### config.mk
export PLATFORM = sky130hd
export DESIGN_NAME = integer_to_ascii_formatter
export DESIGN_NICKNAME = d
export VERILOG_FILES = /design/src/rtl/i2a_pkg.sv /design/src/rtl/i2a_dp.sv /design/src/rtl/i2a_ctrl.sv /design/src/rtl/integer_to_ascii_formatter.sv
export SDC_FILE = /design/constraint.sdc
export NUM_CORES = 1
export LEC_CHECK = 0
export BUFFER_PORTS_ARGS = -buffer_cell sky130_fd_sc_hd__buf_2
export CORE_AREA = 2 2 152 154
export CTS_BUF_LIST = sky130_fd_sc_hd__clkbuf_4 sky130_fd_sc_hd__clkbuf_8
export DETAILED_ROUTE_END_ITERATION = 8
export DIE_AREA = 0 0 154 156
export GPL_TIMING_DRIVEN = 0
export PLACE_DENSITY = 0.51
export SLEW_MARGIN = 20
export SYNTH_ARGS = -nofsm -noshare
export SYNTH_HDL_FRONTEND = slang
export SYNTH_SLANG_ARGS = --single-unit
### constraint.sdc
create_clock -name i_clk -period 3.6 [get_ports i_clk]
set_clock_uncertainty 0.15 [all_clocks]
set_input_delay 0.18 -clock i_clk [delete_from_list [all_inputs] [get_ports i_clk]]
set_output_delay 0.18 -clock i_clk [all_outputs]
set_load 0.02 [all_outputs]
### src/rtl/i2a_pkg.sv
// ============================================================================
// i2a_pkg
// Shared types, codes and character constants of the integer to ascii
// formatter.
// ============================================================================
package i2a_pkg;

    localparam int BIN_W    = 32;
    localparam int NUM_DIG  = 10;
    localparam int POS_W    = 4;
    localparam int CNT_W    = 5;

    localparam logic [7:0] CH_ZERO  = 8'h30;
    localparam logic [7:0] CH_A     = 8'h41;
    localparam logic [7:0] CH_MINUS = 8'h2D;
    localparam logic [7:0] CH_DOT   = 8'h2E;
    localparam logic [7:0] CH_CR    = 8'h0D;
    localparam logic [7:0] CH_LF    = 8'h0A;

    typedef enum logic [2:0] {
        FUNC_UDEC = 3'd0,
        FUNC_SDEC = 3'd1,
        FUNC_HEX  = 3'd2,
        FUNC_FIX2 = 3'd3,
        FUNC_FIX3 = 3'd4,
        FUNC_CRLF = 3'd5
    } t_func;

    typedef enum logic [2:0] {
        SEL_DIGIT = 3'd0,
        SEL_MINUS = 3'd1,
        SEL_DOT   = 3'd2,
        SEL_CR    = 3'd3,
        SEL_LF    = 3'd4
    } t_char_sel;

    typedef struct packed {
        logic      load;
        logic      conv_step;
        logic      pos_load;
        logic      pos_dec;
        logic      emit;
        logic      last;
        t_char_sel sel;
    } t_cmd;

    typedef struct packed {
        logic [2:0] in_func;
        logic       neg;
        logic       conv_done;
        logic       pos_zero;
        logic       at_dot;
        logic       out_free;
    } t_sts;

    // digit value to ascii, decimal and uppercase hex alike
    function automatic logic [7:0] digit_char(input logic [3:0] d);
        logic [7:0] v;
        v = {4'd0, d};
        if (d < 4'd10) begin
            digit_char = CH_ZERO + v;
        end else begin
            digit_char = CH_A + v - 8'd10;
        end
    endfunction

endpackage

### src/rtl/i2a_dp.sv
// ============================================================================
// i2a_dp
// Datapath: operand registers, shift-add-3 binary to bcd converter, digit
// pointer and the output character register.
// ============================================================================
module i2a_dp import i2a_pkg::*; (
    input  logic        i_clk,
    input  logic        i_rst_n,
    input  logic [2:0]  i_func,
    input  logic [31:0] i_value,
    input  logic        i_stall,
    input  t_cmd        i_cmd,
    output t_sts        o_sts,
    output logic        o_valid,
    output logic [7:0]  o_ascii_char,
    output logic        o_last
);

    logic [BIN_W-1:0]              r_bin, n_bin;
    logic [NUM_DIG-1:0][3:0]       r_bcd, n_bcd;
    logic [NUM_DIG-1:0][3:0]       w_adj;
    logic [NUM_DIG*4-1:0]          w_adj_flat;
    logic [CNT_W-1:0]              r_cnt, n_cnt;
    logic [POS_W-1:0]              r_pos, n_pos;
    logic [1:0]                    r_scale, n_scale;
    logic                          r_neg, n_neg;
    logic                          r_out_valid, n_out_valid;
    logic [7:0]                    r_out_char, n_out_char;
    logic                          r_out_last, n_out_last;

    logic                          w_signed;
    logic                          w_in_neg;
    logic [BIN_W-1:0]              w_mag;
    logic [POS_W-1:0]              w_msd;
    logic [POS_W-1:0]              w_start;
    logic [1:0]                    w_scale;
    logic                          w_out_free;

    always_comb begin
        w_signed = i_func inside {FUNC_SDEC, FUNC_FIX2, FUNC_FIX3};
        w_in_neg = w_signed && i_value[BIN_W-1];
        w_mag    = w_in_neg ? (~i_value + 32'd1) : i_value;
        case (t_func'(i_func))
            FUNC_FIX2: w_scale = 2'd2;
            FUNC_FIX3: w_scale = 2'd3;
            default:   w_scale = 2'd0;
        endcase
    end

    // add 3 to every digit of five or more before the shift
    always_comb begin
        for (int i = 0; i < NUM_DIG; i++) begin
            w_adj[i] = (r_bcd[i] >= 4'd5) ? (r_bcd[i] + 4'd3) : r_bcd[i];
        end
        w_adj_flat = w_adj;
    end

    // highest nonzero digit, zero when all digits are zero
    always_comb begin
        w_msd = '0;
        for (int i = 0; i < NUM_DIG; i++) begin
            if (r_bcd[i] != 4'd0) begin
                w_msd = POS_W'(i);
            end
        end
        w_start = (w_msd < {2'b00, r_scale}) ? {2'b00, r_scale} : w_msd;
    end

    assign w_out_free = !r_out_valid || !i_stall;

    always_comb begin
        n_bin       = r_bin;
        n_bcd       = r_bcd;
        n_cnt       = r_cnt;
        n_pos       = r_pos;
        n_scale     = r_scale;
        n_neg       = r_neg;
        n_out_char  = r_out_char;
        n_out_last  = r_out_last;
        n_out_valid = r_out_valid && i_stall;

        if (i_cmd.load) begin
            n_bin   = w_mag;
            n_cnt   = '0;
            n_neg   = w_in_neg;
            n_scale = w_scale;
            n_bcd   = (i_func == FUNC_HEX) ? {8'd0, i_value} : '0;
        end
        if (i_cmd.conv_step) begin
            n_bcd = {w_adj_flat[NUM_DIG*4-2:0], r_bin[BIN_W-1]};
            n_bin = {r_bin[BIN_W-2:0], 1'b0};
            n_cnt = r_cnt + 1'b1;
        end
        if (i_cmd.pos_load) begin
            n_pos = w_start;
        end
        if (i_cmd.pos_dec) begin
            n_pos = r_pos - 1'b1;
        end
        if (i_cmd.emit) begin
            n_out_valid = 1'b1;
            n_out_last  = i_cmd.last;
            case (i_cmd.sel)
                SEL_DIGIT: n_out_char = digit_char(r_bcd[r_pos]);
                SEL_MINUS: n_out_char = CH_MINUS;
                SEL_DOT:   n_out_char = CH_DOT;
                SEL_CR:    n_out_char = CH_CR;
                SEL_LF:    n_out_char = CH_LF;
                default:   n_out_char = CH_ZERO;
            endcase
        end
    end

    always_ff @(posedge i_clk) begin
        if (!i_rst_n) begin
            r_out_valid <= 1'b0;
        end else begin
            r_out_valid <= n_out_valid;
        end
        r_bin      <= n_bin;
        r_bcd      <= n_bcd;
        r_cnt      <= n_cnt;
        r_pos      <= n_pos;
        r_scale    <= n_scale;
        r_neg      <= n_neg;
        r_out_char <= n_out_char;
        r_out_last <= n_out_last;
    end

    always_comb begin
        o_sts.in_func   = i_func;
        o_sts.neg       = r_neg;
        o_sts.conv_done = (r_cnt == CNT_W'(BIN_W - 1));
        o_sts.pos_zero  = (r_pos == '0);
        o_sts.at_dot    = (r_scale != 2'd0) && (r_pos == {2'b00, r_scale});
        o_sts.out_free  = w_out_free;
    end

    assign o_valid      = r_out_valid;
    assign o_ascii_char = r_out_char;
    assign o_last       = r_out_last;

endmodule

### src/rtl/i2a_ctrl.sv
// ============================================================================
// i2a_ctrl
// Controller: sequences load, conversion and character emission.
// ============================================================================
module i2a_ctrl import i2a_pkg::*; (
    input  logic i_clk,
    input  logic i_rst_n,
    input  logic i_valid,
    input  t_sts i_sts,
    output t_cmd o_cmd,
    output logic o_busy
);

    typedef enum logic [7:0] {
        S_IDLE  = 8'b0000_0001,
        S_CONV  = 8'b0000_0010,
        S_PREP  = 8'b0000_0100,
        S_SIGN  = 8'b0000_1000,
        S_DIGIT = 8'b0001_0000,
        S_DOT   = 8'b0010_0000,
        S_CR    = 8'b0100_0000,
        S_LF    = 8'b1000_0000
    } t_state;

    t_state r_state, n_state;

    always_comb begin
        n_state = r_state;
        o_cmd   = '{load: 1'b0, conv_step: 1'b0, pos_load: 1'b0, pos_dec: 1'b0,
                    emit: 1'b0, last: 1'b0, sel: SEL_DIGIT};
        case (r_state)
            S_IDLE: begin
                if (i_valid) begin
                    o_cmd.load = 1'b1;
                    case (t_func'(i_sts.in_func))
                        FUNC_UDEC, FUNC_SDEC, FUNC_FIX2, FUNC_FIX3: n_state = S_CONV;
                        FUNC_HEX:  n_state = S_PREP;
                        FUNC_CRLF: n_state = S_CR;
                        default:   n_state = S_IDLE;
                    endcase
                end
            end
            S_CONV: begin
                o_cmd.conv_step = 1'b1;
                if (i_sts.conv_done) begin
                    n_state = S_PREP;
                end
            end
            S_PREP: begin
                o_cmd.pos_load = 1'b1;
                n_state = i_sts.neg ? S_SIGN : S_DIGIT;
            end
            S_SIGN: begin
                if (i_sts.out_free) begin
                    o_cmd.emit = 1'b1;
                    o_cmd.sel  = SEL_MINUS;
                    n_state    = S_DIGIT;
                end
            end
            S_DIGIT: begin
                if (i_sts.out_free) begin
                    o_cmd.emit    = 1'b1;
                    o_cmd.sel     = SEL_DIGIT;
                    o_cmd.last    = i_sts.pos_zero;
                    o_cmd.pos_dec = !i_sts.pos_zero;
                    if (i_sts.pos_zero) begin
                        n_state = S_IDLE;
                    end else if (i_sts.at_dot) begin
                        n_state = S_DOT;
                    end
                end
            end
            S_DOT: begin
                if (i_sts.out_free) begin
                    o_cmd.emit = 1'b1;
                    o_cmd.sel  = SEL_DOT;
                    n_state    = S_DIGIT;
                end
            end
            S_CR: begin
                if (i_sts.out_free) begin
                    o_cmd.emit = 1'b1;
                    o_cmd.sel  = SEL_CR;
                    n_state    = S_LF;
                end
            end
            S_LF: begin
                if (i_sts.out_free) begin
                    o_cmd.emit = 1'b1;
                    o_cmd.sel  = SEL_LF;
                    o_cmd.last = 1'b1;
                    n_state    = S_IDLE;
                end
            end
            default: begin
                n_state = S_IDLE;
            end
        endcase
    end

    always_ff @(posedge i_clk) begin
        if (!i_rst_n) begin
            r_state <= S_IDLE;
        end else begin
            r_state <= n_state;
        end
    end

    assign o_busy = (r_state != S_IDLE);

`ifndef NO_ASSERTIONS
    // a character is only written when the output register can take it
    a_emit_free: assert property (@(posedge i_clk) disable iff (!i_rst_n)
        o_cmd.emit |-> i_sts.out_free)
        else $error("character written over a held beat");

    a_idle_quiet: assert property (@(posedge i_clk) disable iff (!i_rst_n)
        (r_state == S_IDLE) |-> !o_cmd.emit && !o_cmd.conv_step)
        else $error("activity while idle");

    a_conv_end: assert property (@(posedge i_clk) disable iff (!i_rst_n)
        (r_state == S_CONV && i_sts.conv_done) |=> (r_state == S_PREP))
        else $error("conversion did not end in prep");

    a_last_place: assert property (@(posedge i_clk) disable iff (!i_rst_n)
        (o_cmd.emit && o_cmd.last) |=> (r_state == S_IDLE))
        else $error("last beat did not return to idle");
`endif

endmodule

### src/rtl/integer_to_ascii_formatter.sv
// ============================================================================
// integer_to_ascii_formatter
// Prints a 32-bit value as ascii text, one character per output beat.
// ============================================================================
// usage:
//   input channel  i_valid / o_stall carries i_func and i_value; one beat per
//   item. output channel o_valid / i_stall carries o_ascii_char and o_last,
//   with o_last high on the final character of the item.
//   decimal and fixed point modes run a shift-add-3 converter, one input bit
//   per cycle, then a setup state (S_PREP); hex skips the converter.
//   after that one character enters the output register per cycle while the
//   receiver does not stall, up to 12 characters for a decimal item. unused
//   modes are accepted but print nothing.
//   the next item is accepted once the last character sits in the output
//   register, so it may still be waiting there. a stall on the output holds
//   the register and pauses emission; conversion continues meanwhile.
//   reset clears the controller and the output valid; an item in progress
//   is dropped and its remaining characters are not printed.
// ============================================================================
module integer_to_ascii_formatter import i2a_pkg::*; (
    input  logic        i_clk,
    input  logic        i_rst_n,
    input  logic        i_valid,
    output logic        o_stall,
    input  logic [2:0]  i_func,
    input  logic [31:0] i_value,
    output logic        o_valid,
    input  logic        i_stall,
    output logic [7:0]  o_ascii_char,
    output logic        o_last
);

    t_cmd w_cmd;
    t_sts w_sts;
    logic w_busy;

    i2a_ctrl u_ctrl (
        .i_clk   (i_clk),
        .i_rst_n (i_rst_n),
        .i_valid (i_valid),
        .i_sts   (w_sts),
        .o_cmd   (w_cmd),
        .o_busy  (w_busy)
    );

    i2a_dp u_dp (
        .i_clk        (i_clk),
        .i_rst_n      (i_rst_n),
        .i_func       (i_func),
        .i_value      (i_value),
        .i_stall      (i_stall),
        .i_cmd        (w_cmd),
        .o_sts        (w_sts),
        .o_valid      (o_valid),
        .o_ascii_char (o_ascii_char),
        .o_last       (o_last)
    );

    assign o_stall = w_busy;

endmodule
==> results.toml <==
[timing]
fin_crit_ps = 3220
drv_slew = 0
setup_viol_count_final = 0
worstMarginPinSlew_ps = 689
grt_setup_unrepaired = "false"
max_freq_ghz = 0.310
fin_crit_sh_pct = 89.6
max_slew_margin_pct = 54.0
hold_viol = 0

[pwr]
leakagePower_nw = 2.82
intPower_mw = 2.92
p_sw_mw = 1.87
switching_share_pct = 39.0
combPwrFrac_pct = 37.9
irDropWorstVdd_mv = 0.322
clockPowerShare_pct = 17.9
powerDensity_nw_per_um2 = 628
seqPwrFrac_pct = 44.2

[finish]
fin_nets = 841
final_common_cell = "edfxtp_1"
fin_util_pct = 34.2
fillers = 2313
antenna_cells = 0
fin_cells = 1064
final_cell_mix = "edfxtp_1 (91), o21ai_0 (76), nand2_1 (56)"
area_growth_pct = 15.8
drive_above_1_share_pct = 11.0

[place]
gp_congestion = 0.820
hpwlAfterDp_mm = 12.7
io_buffers = 48
dp_cells = 1030

[synthesis]
syn_inst = 696
yosysWarningCount = 0
syn-cell-area_sq_um = 6600
synth_seq_cells = 101
synth_nets = 763
synth_edf_count = 91
avgSynthCellArea_sq_um = 9.48
yosys.cell_types.count = 58
seq_area_frac_synth_pct = 44.5
ys_async_sr_fraction_pct = 0
synth_ff_type = "edfxtp_1"

[min_path]
min_to = "u_dp.r_bcd[5]"
hold_class = "input pin to register"
min_from = "i_value[5]"
hold_depth = 3

[setup_path]
start_kind = "register"
crit_arrival_ps = 3160
r2r-start = "u_ctrl.r_state[5]"
critPathKind = "register to register"
path_max_fanout = 51
rrSetupSlack_ps = 380
critical_path_buf_inv_count = 3
reg2reg_depth = 6
cpPeakStageDelay_ps = 580
end_kind = "register"
worstPathCellList = "nor4_2 -> nand3_1 -> clkbuf_1 -> clkbuf_1 -> nand2_4 -> buf_16"
crit_start = "u_ctrl.r_state[5]"
cp_common_cell = "clkbuf_1"
cp_num_cells = 6
r2r_end = "u_dp.r_bin[21]"
critical_path.top_delay_family = "simple AND/OR/NAND/NOR gates"
critPathRequiredTime_ps = 3530
crit_slowest_cell = "nor4_2"

[global_routing]
grt_max_degree = 52
grt_overflow = 0
grt_pass1_wl_mm = 27.2
antenna_found_initial = 0
grt_pass1_vias = 5051
grt_usage_pct = 14.4

[detailed_routing]
antenna_left = 0
dr_total_vias = 5307
routed_wl_mm = 17.0
vias_per_cell = 4.99
drc = 0
wl_per_cell_um = 16.0
drt_first_pass_iters = 5
initialDrtViolationCount = 265

[cts]
numCtsBuffers = 9
path_clk_slew_ps = 110
clock_latency_ps = 400
htree_num_levels = 3
cts_tree = "yes"
root_buffer = "clkbuf_8"
clockBufferDepth = 2
cts_sinks = 101

[floorplan]
die_area_sq_um = 24000
die_w_um = 154
coreArea_sq_um = 22400
start_util_pct = 29.5
pin_count = 50
die_y_um = 156
rows = 55

[status]
outcome = "finished clean"

[flow_run]
cap_violations = 0
## kinds of logic (layout without fill, tap and decap cells)
kind of cell / Yosys count / after routing / share of synthesized area [%]
DFF: 101 / 101 / 44.5
and+or+nand+nor: 245 / 245 / 19.0
adders and majority gates: 28 / 28 / 5.31
other: 1 / 1 / 0.0568
AOI/OAI and AO/OA: 177 / 177 / 15.7
muxes: 22 / 22 / 4.10
buffers and inverters: 67 / 150 / 4.08
xor gates and xnor gates: 55 / 55 / 7.30
## what timing repair did
item / in CTS / in global routing
setup endpoints to repair: 0 / 51
setup buffers: 0 / 0
gates resized for setup: 0 / 1
endpoints found under the hold margin: 25 / 0
hold buffers: 18 / 0
## Yosys cell counts (all sizes together) (3+ instances only)
cell | instances | area [sq um]
and4b | 4 | 41.3
o31ai | 13 | 97.6
nor3 | 13 | 65.1
nand2 | 57 | 214
a21oi | 52 | 260
nor2b | 11 | 68.8
nor2 | 55 | 206
edfxtp | 91 | 2730
o211ai | 3 | 22.5
mux4 | 4 | 90.1
xor2 | 22 | 193
nand3 | 41 | 205
and3 | 4 | 26.3
a31oi | 10 | 62.6
nor4 | 7 | 50.1
nand2b | 16 | 100
nor3b | 17 | 128
o221ai | 3 | 26.3
buf | 8 | 47.5
xnor2 | 33 | 289
clkbuf | 21 | 78.8
dfxtp | 10 | 200
ha | 28 | 350
o21ai | 78 | 390
o22ai | 3 | 18.8
inv | 38 | 143
mux2i | 18 | 180
and2 | 6 | 38.8
## cell type report
type	instances	area, sq um	share of cell area (%)
clock buffers	9	124	1.62
multi-input cells	528	3410	44.6
clock inverters	7	103	1.34
plain buffers	29	126	1.65
flip-flops and latches	101	2930	38.4
well taps	285	357	4.67
repair buffers	67	448	5.86
inverters	38	143	1.87
## routing by layer
layer	wire, um	vias to the layer above	share of wire [%]	global-route usage [%]
li1	-	2680	-	-
met3	592	22	3.5	2.31
met1	8330	2487	49	19.9
met2	7800	118	46	23.3
met4	286	0	1.7	4.27
met5	0	-	0	0
## through the flow
step                TNS, ps  setup WS [ps]  hold WS [ps]  area [sq um]  total power [mW]
finish                    0            375          10.4          7640              4.80
global route              0            131          17.5          7640              5.16
CTS                       0           40.9          2.49          7640              4.86
detailed placement        0           83.7           300          7230              3.95
global placement     -54730           -723           300          7200              3.92
floorplan                 0            530           109          6600              3.36
## flip-flops by register name, indices dropped and copies added, names as in the netlist, 2 cells and up
signal,flops
u_dp.o_ascii_char,7
u_dp.r_cnt,5
u_dp.r_scale,2
u_dp.r_bin,32
u_ctrl.r_state,8
u_dp.r_bcd,40
u_dp.r_pos,4
## worst register-to-register path, delay by kind of cell, from the launching register on
family / cells / cell delay [ps]
buffers and inverters: 3 / 1000
flip-flops: 1 / 400
AND/OR/NAND/NOR: 3 / 1330
## power groups by stage
| stage | Sequential (mW) | Combinational [mW] | Clock, mW |
|---|---|---|---|
| 2_1_floorplan | 2.07 | 1.29 | 0 |
| 3_3_place_gp | 2.18 | 1.75 | 0 |
| 3_5_place_dp | 2.15 | 1.80 | 0 |
| 4_1_cts | 2.12 | 1.84 | 0.898 |
| 5_1_grt | 2.17 | 2.05 | 0.934 |
| 6_report | 2.12 | 1.82 | 0.858 |
## worst max path at each step
stage,end,slack (ps)
finish,u_dp.r_bin[21],380
global placement,u_dp.r_bcd[27],-720
floorplan,u_dp.r_bcd[0],530
CTS,u_dp.r_bcd[32],40
detailed placement,u_dp.r_bin[26],80
global route,u_dp.r_bcd[29],130
No activity file was read; power rests on OpenSTA's default activity.
